$ cat config.mk
export PLATFORM = sky130hd
export DESIGN_NAME = bma_ctrl
export DESIGN_NICKNAME = d
export VERILOG_FILES = /design/src/rtl/core/bma_pkg.sv /design/src/rtl/core/bma_ctrl.sv
export VERILOG_INCLUDE_DIRS = /design/src /design/src/rtl/core
export SDC_FILE = /design/constraint.sdc
export NUM_CORES = 1
export LEC_CHECK = 0
export BUFFER_PORTS_ARGS = -buffer_cell sky130_fd_sc_hd__buf_2
export CAP_MARGIN = 20
export CORE_MARGIN = 4
export CORE_UTILIZATION = 50
export DETAILED_ROUTE_END_ITERATION = 8
export PLACE_DENSITY_LB_ADDON = 0.25
export SLEW_MARGIN = 5
export SYNTH_ARGS = -nofsm -noshare
export SYNTH_HDL_FRONTEND = slang
export SYNTH_SLANG_ARGS = --single-unit
$ cat constraint.sdc
create_clock -name aclk -period 7.77 [get_ports aclk]
set_clock_uncertainty 0.05 [all_clocks]
set_input_delay 0.3885 -clock aclk [delete_from_list [all_inputs] [get_ports aclk]]
set_output_delay 0.3885 -clock aclk [all_outputs]
set_load 0.05 [all_outputs]
$ cat src/rtl/core/bitmap_allocator_defines.svh
// ----------------------------------------------------------------------------
// bitmap_allocator_defines.svh
// Assertion macros used by the bitmap allocator controller (bma_ctrl).
// ----------------------------------------------------------------------------
`ifndef BITMAP_ALLOCATOR_DEFINES_SVH
`define BITMAP_ALLOCATOR_DEFINES_SVH

// Same-cycle implication, checked on aclk outside reset
`define BMA_ASSERT_IMPL(label, ante, cons, msg) \
    label: assert property (@(posedge aclk) disable iff (!aresetn) (ante) |-> (cons)) \
        else $error(msg);

// Next-cycle implication, checked on aclk outside reset
`define BMA_ASSERT_NEXT(label, ante, cons, msg) \
    label: assert property (@(posedge aclk) disable iff (!aresetn) (ante) |=> (cons)) \
        else $error(msg);

`endif

$ cat src/rtl/core/bma_pkg.sv
// ----------------------------------------------------------------------------
// bma_pkg
// Shared types, codes and helpers of the bitmap allocator.
// ----------------------------------------------------------------------------
package bma_pkg;

    // Field widths
    localparam int KIND_W   = 2;
    localparam int STATUS_W = 2;
    localparam int SLOT_W   = 14;
    localparam int TOTAL_W  = 14;
    localparam int COUNT_W  = 32;

    // Default bitmap size in bytes
    localparam int DEF_MAP_BYTES = 1024;

    // Reset values of the size registers
    localparam logic [TOTAL_W-1:0] INODE_TOTAL_RST = 14'd32;
    localparam logic [TOTAL_W-1:0] BLOCK_TOTAL_RST = 14'd128;

    // Request kinds
    localparam logic [KIND_W-1:0] KIND_FIND      = 2'd0;
    localparam logic [KIND_W-1:0] KIND_MARK_USED = 2'd1;
    localparam logic [KIND_W-1:0] KIND_MARK_FREE = 2'd2;

    // Result status codes
    localparam logic [STATUS_W-1:0] STATUS_OK       = 2'd0;
    localparam logic [STATUS_W-1:0] STATUS_NO_FREE  = 2'd1;
    localparam logic [STATUS_W-1:0] STATUS_BAD_SLOT = 2'd2;

    // Map select codes
    localparam logic MAP_INODE = 1'b0;
    localparam logic MAP_BLOCK = 1'b1;

    // Configuration register indexes
    localparam logic REG_INODE_TOTAL = 1'b0;
    localparam logic REG_BLOCK_TOTAL = 1'b1;

    typedef struct packed {
        logic [KIND_W-1:0] kind;
        logic              map_select;
        logic [SLOT_W-1:0] slot_number;
    } req_t;

    typedef struct packed {
        logic [STATUS_W-1:0] status;
        logic [SLOT_W-1:0]   found_number;
        logic [COUNT_W-1:0]  free_count;
    } rsp_t;

    // Write strobes toward the two bitmap memories
    typedef struct packed {
        logic wr_inode;
        logic wr_block;
    } mem_wr_t;

    // Position of the lowest clear bit of a byte (byte must not be all ones)
    function automatic logic [2:0] lowest_zero(input logic [7:0] value);
        logic [2:0] pos;
        pos = 3'd0;
        for (int i = 7; i >= 0; i--) begin
            if (!value[i]) begin
                pos = 3'(i);
            end
        end
        return pos;
    endfunction

endpackage

$ cat src/rtl/core/bma_ctrl.sv
// ----------------------------------------------------------------------------
// bma_ctrl
// Request sequencer: clearing pass, bitmap scan, read-modify-write marking,
// free counters and the result register.
// ----------------------------------------------------------------------------
`include "bitmap_allocator_defines.svh"

module bma_ctrl #(
    parameter int MAP_BYTES = bma_pkg::DEF_MAP_BYTES
) (
    input  logic                                         aclk,
    input  logic                                         aresetn,
    input  logic                                         s_valid,
    output logic                                         s_ready,
    input  bma_pkg::req_t                                s_data,
    output logic                                         m_valid,
    input  logic                                         m_ready,
    output bma_pkg::rsp_t                                m_data,
    input  logic [bma_pkg::TOTAL_W-1:0]                  inode_total,
    input  logic [bma_pkg::TOTAL_W-1:0]                  block_total,
    output bma_pkg::mem_wr_t                             mem_wr,
    output logic [((MAP_BYTES > 1) ? $clog2(MAP_BYTES) : 1)-1:0] mem_wr_addr,
    output logic [7:0]                                   mem_wr_data,
    output logic [((MAP_BYTES > 1) ? $clog2(MAP_BYTES) : 1)-1:0] mem_rd_addr,
    input  logic [7:0]                                   inode_rd_data,
    input  logic [7:0]                                   block_rd_data
);

    localparam int ADDR_W = (MAP_BYTES > 1) ? $clog2(MAP_BYTES) : 1;
    localparam int NB_W   = $clog2(MAP_BYTES + 1);
    localparam int SZ_W   = 17;
    localparam logic [SZ_W-1:0]   CAP       = SZ_W'(MAP_BYTES * 8);
    localparam logic [ADDR_W-1:0] LAST_ADDR = ADDR_W'(MAP_BYTES - 1);

    typedef enum logic [2:0] {
        ST_CLEAR,
        ST_IDLE,
        ST_SCAN,
        ST_MREAD,
        ST_MWRITE,
        ST_FIN
    } state_t;

    state_t                              state_reg, state_next;
    logic [ADDR_W-1:0]                   clr_addr_reg, clr_addr_next;
    logic [bma_pkg::KIND_W-1:0]          kind_reg, kind_next;
    logic                                map_reg, map_next;
    logic [ADDR_W-1:0]                   mark_addr_reg, mark_addr_next;
    logic [2:0]                          mark_bit_reg, mark_bit_next;
    logic [NB_W-1:0]                     nbytes_reg, nbytes_next;
    logic [NB_W-1:0]                     issue_reg, issue_next;
    logic                                pend_reg, pend_next;
    logic [NB_W-1:0]                     pend_addr_reg, pend_addr_next;
    logic [bma_pkg::STATUS_W-1:0]        res_status_reg, res_status_next;
    logic [bma_pkg::SLOT_W-1:0]          res_found_reg, res_found_next;
    logic [bma_pkg::COUNT_W-1:0]         ino_free_reg, ino_free_next;
    logic [bma_pkg::COUNT_W-1:0]         blk_free_reg, blk_free_next;
    logic                                m_valid_reg, m_valid_next;
    bma_pkg::rsp_t                       m_data_reg, m_data_next;

    logic [bma_pkg::TOTAL_W-1:0]         total_sel;
    logic [SZ_W-1:0]                     eff_size;
    logic [bma_pkg::SLOT_W-1:0]          slot_pos;
    logic                                slot_bad;
    logic [7:0]                          rd_byte;
    logic [7:0]                          bit_mask;
    logic [NB_W+2:0]                     found_sum;
    logic [bma_pkg::COUNT_W-1:0]         count_sel;

    // Decode the incoming request against the selected map size
    always_comb begin
        total_sel = (s_data.map_select == bma_pkg::MAP_BLOCK) ? block_total : inode_total;
        eff_size  = ({3'b000, total_sel} > CAP) ? CAP : {3'b000, total_sel};
        slot_pos  = s_data.slot_number - bma_pkg::SLOT_W'(1);
        slot_bad  = (s_data.slot_number == '0) || ({3'b000, s_data.slot_number} > eff_size);
    end

    assign rd_byte   = (map_reg == bma_pkg::MAP_BLOCK) ? block_rd_data : inode_rd_data;
    assign bit_mask  = 8'b0000_0001 << mark_bit_reg;
    assign found_sum = {pend_addr_reg, 3'b000} + (NB_W + 3)'(bma_pkg::lowest_zero(rd_byte))
                     + (NB_W + 3)'(1);
    assign count_sel = (map_reg == bma_pkg::MAP_BLOCK) ? blk_free_reg : ino_free_reg;

    assign s_ready = (state_reg == ST_IDLE);
    assign m_valid = m_valid_reg;
    assign m_data  = m_data_reg;

    // Next-state and datapath control
    always_comb begin
        state_next      = state_reg;
        clr_addr_next   = clr_addr_reg;
        kind_next       = kind_reg;
        map_next        = map_reg;
        mark_addr_next  = mark_addr_reg;
        mark_bit_next   = mark_bit_reg;
        nbytes_next     = nbytes_reg;
        issue_next      = issue_reg;
        pend_next       = pend_reg;
        pend_addr_next  = pend_addr_reg;
        res_status_next = res_status_reg;
        res_found_next  = res_found_reg;
        ino_free_next   = ino_free_reg;
        blk_free_next   = blk_free_reg;
        m_valid_next    = m_valid_reg;
        m_data_next     = m_data_reg;

        mem_wr      = '0;
        mem_wr_addr = clr_addr_reg;
        mem_wr_data = 8'h00;
        mem_rd_addr = issue_reg[ADDR_W-1:0];

        // Drop the result once the downstream side takes it
        if (m_valid_reg && m_ready) begin
            m_valid_next = 1'b0;
        end

        unique case (state_reg)
            ST_CLEAR: begin
                // Zero one byte of both maps per cycle
                mem_wr.wr_inode = 1'b1;
                mem_wr.wr_block = 1'b1;
                clr_addr_next   = clr_addr_reg + ADDR_W'(1);
                if (clr_addr_reg == LAST_ADDR) begin
                    state_next = ST_IDLE;
                end
            end
            ST_IDLE: begin
                if (s_valid) begin
                    kind_next       = s_data.kind;
                    map_next        = s_data.map_select;
                    mark_addr_next  = ADDR_W'(slot_pos >> 3);
                    mark_bit_next   = slot_pos[2:0];
                    nbytes_next     = NB_W'(eff_size >> 3);
                    issue_next      = '0;
                    pend_next       = 1'b0;
                    res_status_next = bma_pkg::STATUS_OK;
                    res_found_next  = '0;
                    unique case (s_data.kind)
                        bma_pkg::KIND_FIND: begin
                            state_next = ST_SCAN;
                        end
                        bma_pkg::KIND_MARK_USED, bma_pkg::KIND_MARK_FREE: begin
                            if (slot_bad) begin
                                res_status_next = bma_pkg::STATUS_BAD_SLOT;
                                state_next      = ST_FIN;
                            end else begin
                                state_next = ST_MREAD;
                            end
                        end
                        default: begin
                            state_next = ST_FIN;
                        end
                    endcase
                end
            end
            ST_SCAN: begin
                // Stream bytes out of the map, stop at the first one with a clear bit or when all bytes are read
                priority if (pend_reg && (rd_byte != 8'hFF)) begin
                    res_found_next = bma_pkg::SLOT_W'(found_sum);
                    state_next     = ST_FIN;
                end else if (!pend_reg && (issue_reg == nbytes_reg)) begin
                    res_status_next = bma_pkg::STATUS_NO_FREE;
                    state_next      = ST_FIN;
                end else if (issue_reg != nbytes_reg) begin
                    pend_next      = 1'b1;
                    pend_addr_next = issue_reg;
                    issue_next     = issue_reg + NB_W'(1);
                end else begin
                    pend_next = 1'b0;
                end
            end
            ST_MREAD: begin
                mem_rd_addr = mark_addr_reg;
                state_next  = ST_MWRITE;
            end
            ST_MWRITE: begin
                // Modify the fetched byte, write it back, move the counter
                mem_wr_addr     = mark_addr_reg;
                mem_wr.wr_inode = (map_reg == bma_pkg::MAP_INODE);
                mem_wr.wr_block = (map_reg == bma_pkg::MAP_BLOCK);
                if (kind_reg == bma_pkg::KIND_MARK_USED) begin
                    mem_wr_data = rd_byte | bit_mask;
                    if (map_reg == bma_pkg::MAP_BLOCK) begin
                        blk_free_next = blk_free_reg - bma_pkg::COUNT_W'(1);
                    end else begin
                        ino_free_next = ino_free_reg - bma_pkg::COUNT_W'(1);
                    end
                end else begin
                    mem_wr_data = rd_byte & ~bit_mask;
                    if (map_reg == bma_pkg::MAP_BLOCK) begin
                        blk_free_next = blk_free_reg + bma_pkg::COUNT_W'(1);
                    end else begin
                        ino_free_next = ino_free_reg + bma_pkg::COUNT_W'(1);
                    end
                end
                state_next = ST_FIN;
            end
            ST_FIN: begin
                // Hold until the result register is free
                if (!m_valid_reg || m_ready) begin
                    m_valid_next             = 1'b1;
                    m_data_next.status       = res_status_reg;
                    m_data_next.found_number = res_found_reg;
                    m_data_next.free_count   = count_sel;
                    state_next               = ST_IDLE;
                end
            end
            default: begin
                state_next = ST_IDLE;
            end
        endcase
    end

    // State, counters and result register
    always_ff @(posedge aclk) begin
        if (!aresetn) begin
            state_reg    <= ST_CLEAR;
            clr_addr_reg <= '0;
            pend_reg     <= 1'b0;
            ino_free_reg <= '0;
            blk_free_reg <= '0;
            m_valid_reg  <= 1'b0;
        end else begin
            state_reg    <= state_next;
            clr_addr_reg <= clr_addr_next;
            pend_reg     <= pend_next;
            ino_free_reg <= ino_free_next;
            blk_free_reg <= blk_free_next;
            m_valid_reg  <= m_valid_next;
        end
        kind_reg       <= kind_next;
        map_reg        <= map_next;
        mark_addr_reg  <= mark_addr_next;
        mark_bit_reg   <= mark_bit_next;
        nbytes_reg     <= nbytes_next;
        issue_reg      <= issue_next;
        pend_addr_reg  <= pend_addr_next;
        res_status_reg <= res_status_next;
        res_found_reg  <= res_found_next;
        m_data_reg     <= m_data_next;
    end

    // Outside the clearing pass only one map is written at a time
    `BMA_ASSERT_IMPL(a_one_map_wr, state_reg != ST_CLEAR, !(mem_wr.wr_inode && mem_wr.wr_block), "both maps written outside clear")
    // A write-back always follows its own read
    `BMA_ASSERT_IMPL(a_rmw_order, state_reg == ST_MWRITE, $past(state_reg) == ST_MREAD, "write-back without preceding read")
    // An accepted beat starts work
    `BMA_ASSERT_NEXT(a_accept_busy, s_valid && s_ready, state_reg != ST_IDLE, "accepted beat left no work")
    // A failed request reports no number
    `BMA_ASSERT_IMPL(a_fail_no_num, m_valid_reg && (m_data_reg.status != bma_pkg::STATUS_OK), m_data_reg.found_number == '0, "number reported on failure")

endmodule

==> metrics.md <==
| Metric | Value |
|---|---|
| Largest register FFs | 48 |
| Dpl cells | ~1,700 |
| TritonRoute pass-1 iters | 5 |
| Clock latency on the worst-skew pair | 0.45 ns |
| Ant diodes | 0 |
| Slew HR | 0.2586 |
| Core area | 23,540 sq um |
| Post-CTS Setup Inserts | 0 |
| Vias per cell | approximately 5.8 |
| Reg2Reg Depth | 11 |
| DRT iter0 DRCs | 707 |
| Cell Rows | 56 |
| Syn Nets | 1,411 |
| Placer Congestion | approximately 0.9 |
| First-pass GRT wire length | 47.13 mm |
| Largest net degree at the start of global routing | 55 |
| Antenna violations before repair | 0 |
| Nets | 1,543 |
| Synth area leader | edfxtp_1 |
| Seq/Total Area, Yosys | 0.4134 |
| Worst Hold Launch | s_data[16] |
| Clk buf depth | 2 |
| Crit-path max FO | 19 |
| Reg-to-Reg End | blk_free_reg[31] |
| Status | complete, no violations |
| Pwr/cell area | 250.2 nW/um^2 |
| Worst-Margin Slew | 1.112 ns |
| Vias | 9,979 |
| Reg2reg setup slack | 3.57 ns |
| F_max | 236.1 MHz |
| Total gr overflow | 0 |
| Initial cell density of the core | 0.5112 |
| Slew Viols, Final | 0 |
| Final hold viol count | 0 |
| Worst Hold Class | in2reg |
| Hold_buf cts | 0 |
| Synth top area share | 0.2820 |
| Top_reg_cell synth | edfxtp_1 |
| Post-DP Area | approximately 13,000 sq um |
| Worst EP arrival | ~4.4 ns |
| Critical Path End | res_status_reg[1] |
| Ys Warns | 0 |
| CP Launch Type | input port |
| Max VDD drop | 0.1256 mV |
| CP endpoint kind | register |
| Final Non-Filler Cells | ~1,700 |
| Hpwl dp | 21.50 mm |
| Vias in the first global route | 9,275 |
| Design Power | around 0.0034 W |
| Post-synth ARST share | 0 |
| Clock Sink Count | 192 |
| R2r startpoint | kind_reg[1] |
| CTS Root Buffer Type | clkbuf_16 |
| Distinct cells, synth | 72 |
| RSZ-0062 raised after global routing | false |
| Synth Register Bits | 192 |
| Avg Inst Size Synth | around 9.5 sq um |
| # IOs | 145 |
| TritonCTS Buffers | 17 |
| Avg WL per Cell | 17.21 um |
| All-Layer GR Usage | 0.2192 |
| Layout cells sized above 1 | 0.1952 |
| Final period util | 0.5452 |
| CTS tree | built |
| Hold path cells | 1 |
| Critical path type | in2reg |
| Synth Cell Area | ~12,000 sq um |
| Post-CTS sizing | 0 |
| WL final | 29.74 mm |
| Critical path required time | 7.92 ns |
| Port Buffers | between 100 and 150 |
| Final critical-path required period | 4.236 ns |
| Critical Path Source | s_data[14] |
| Max-cap violation count | 0 |
| Die area | 26,610 sq um |
| Die width | 163.1 um |
| Die H | 163.1 um |
| CTS clock-pin slew for the worst setup and hold paths | 0.08 ns |
| Synth top area cells | edfxtp_1 28%, dfxtp_1 13%, ha_1 8.3%, mux2_2 5.4%, a21oi_1 4.6% |
| Post-Syn Instances | between 1,000 and 1,500 |
| Remaining antenna violation count | 0 |
| Setup TNS | 0 ns |
| Static Leak | 5.672 nW |
| Number of flops mapped to enable cells by yosys | approximately 110 |
| Final instance area | 13,760 sq um |
| Area grow syn2layout | 14.34% |
| H-tree Lvls | 4 |
| Setup violations, final | 0 |
| Final design utilization | 0.5844 |
| # DRC | 0 |
==> cell type report <==
cell class                 instances  area, sq um
clock buffer                      17        425.4
tap                              319        399.1
clock inverter                    15        221.5
inverter                          46        172.7
timing repair buffer             156        830.8
multi-input combinational        983         6735
fill                            2102         9783
sequential                       192         4975
==> routing by layer <==
layer  vias to the layer above  global-route usage  share of wire
li1                       4940                   -              -
met1                      4691              0.3080           0.46
met4                         0             0.06710          0.024
met5                         -                   0              0
met2                       301              0.3470           0.46
met3                        47             0.03962          0.056
==> Yosys cell counts (11+ instances only) <==
cell type  instances
nand2_1          132
edfxtp_1         113
a21oi_1          111
nor2_1            92
ha_1              80
dfxtp_1           79
mux2_2            58
o21ai_0           51
xor2_1            49
nand3_1           48
inv_1             45
clkbuf_1          37
xnor2_1           30
a21o_1            29
a211oi_1          23
mux2i_1           20
nor3_1            20
nand4_1           19
nor2b_1           17
and3_1            16
or3_1             16
and2_1            11
nand2b_1          11
nand3b_1          11
o21a_1            11
==> critical path, cell delays in order <==
cell       delay [ns]
buf_2            0.34
or4b_2           0.64
o41ai_1          0.26
a21oi_1          0.21
or2_2            0.37
ha_1             0.31
a21o_1           0.16
a21oi_1          0.15
o221ai_1         0.13
a2111oi_0        0.93
o21ai_0          0.25
and3_1           0.23
==> where the power goes <==
part	internal, W	switching, W
registers	0.00128	0.000121
clock network	0.000458	0.000479
logic	0.000351	0.000759
total	0.00208	0.00136
==> worst min path at each step <==
stage / end / slack [ns]
finish: kind_reg[1] / 0.13
global route: kind_reg[0] / 0.11
CTS: kind_reg[1] / 0.12
detailed placement: m_data[39] / 0.35
global placement: m_data[34] / 0.35
floorplan: m_data[32] / 0.35
==> cells in the final DEF, fill, tap and decap left out, types with 9 or more instances in the layout <==
cell,Yosys,final
xnor2_1,30,30
mux2i_1,20,20
a211oi_1,23,23
dfxtp_1,79,79
buf_4,0,11
nand2b_1,11,11
nor2b_1,17,17
o31ai_1,10,10
a21o_1,29,29
clkbuf_16,0,17
or3_1,16,16
nand3b_1,11,11
nor2_1,92,89
and3_1,16,16
buf_2,2,144
nor4_1,9,9
mux2_2,58,58
nand4_1,19,19
nand3_1,48,48
ha_1,80,80
inv_1,45,44
xor2_1,49,49
o21a_1,11,11
and2_1,11,11
o21ai_0,51,51
o211ai_1,9,9
edfxtp_1,113,113
nor3_1,20,20
a21oi_1,111,111
nand2_1,132,132
==> through the flow <==
stage	hold WS [ns]	setup WS (ns)
floorplan	0.3503	3.263
global placement	0.3538	3.303
detailed placement	0.3545	3.233
CTS	0.1188	3.546
global route	0.1141	3.299
finish	0.1292	3.534
==> logic make-up after synthesis <==
group / after synthesis / share of synthesized area
multiplexers: 78 / 0.07091
flip-flops: 192 / 0.4134
XOR/XNOR: 79 / 0.05750
AND/OR/NAND/NOR: 434 / 0.1782
buffers and inverters: 89 / 0.02797
adder cells (fa/ha/maj): 82 / 0.08650
AO/OA/AOI/OAI: 310 / 0.1655
No activity file was read; power rests on OpenSTA's default activity.
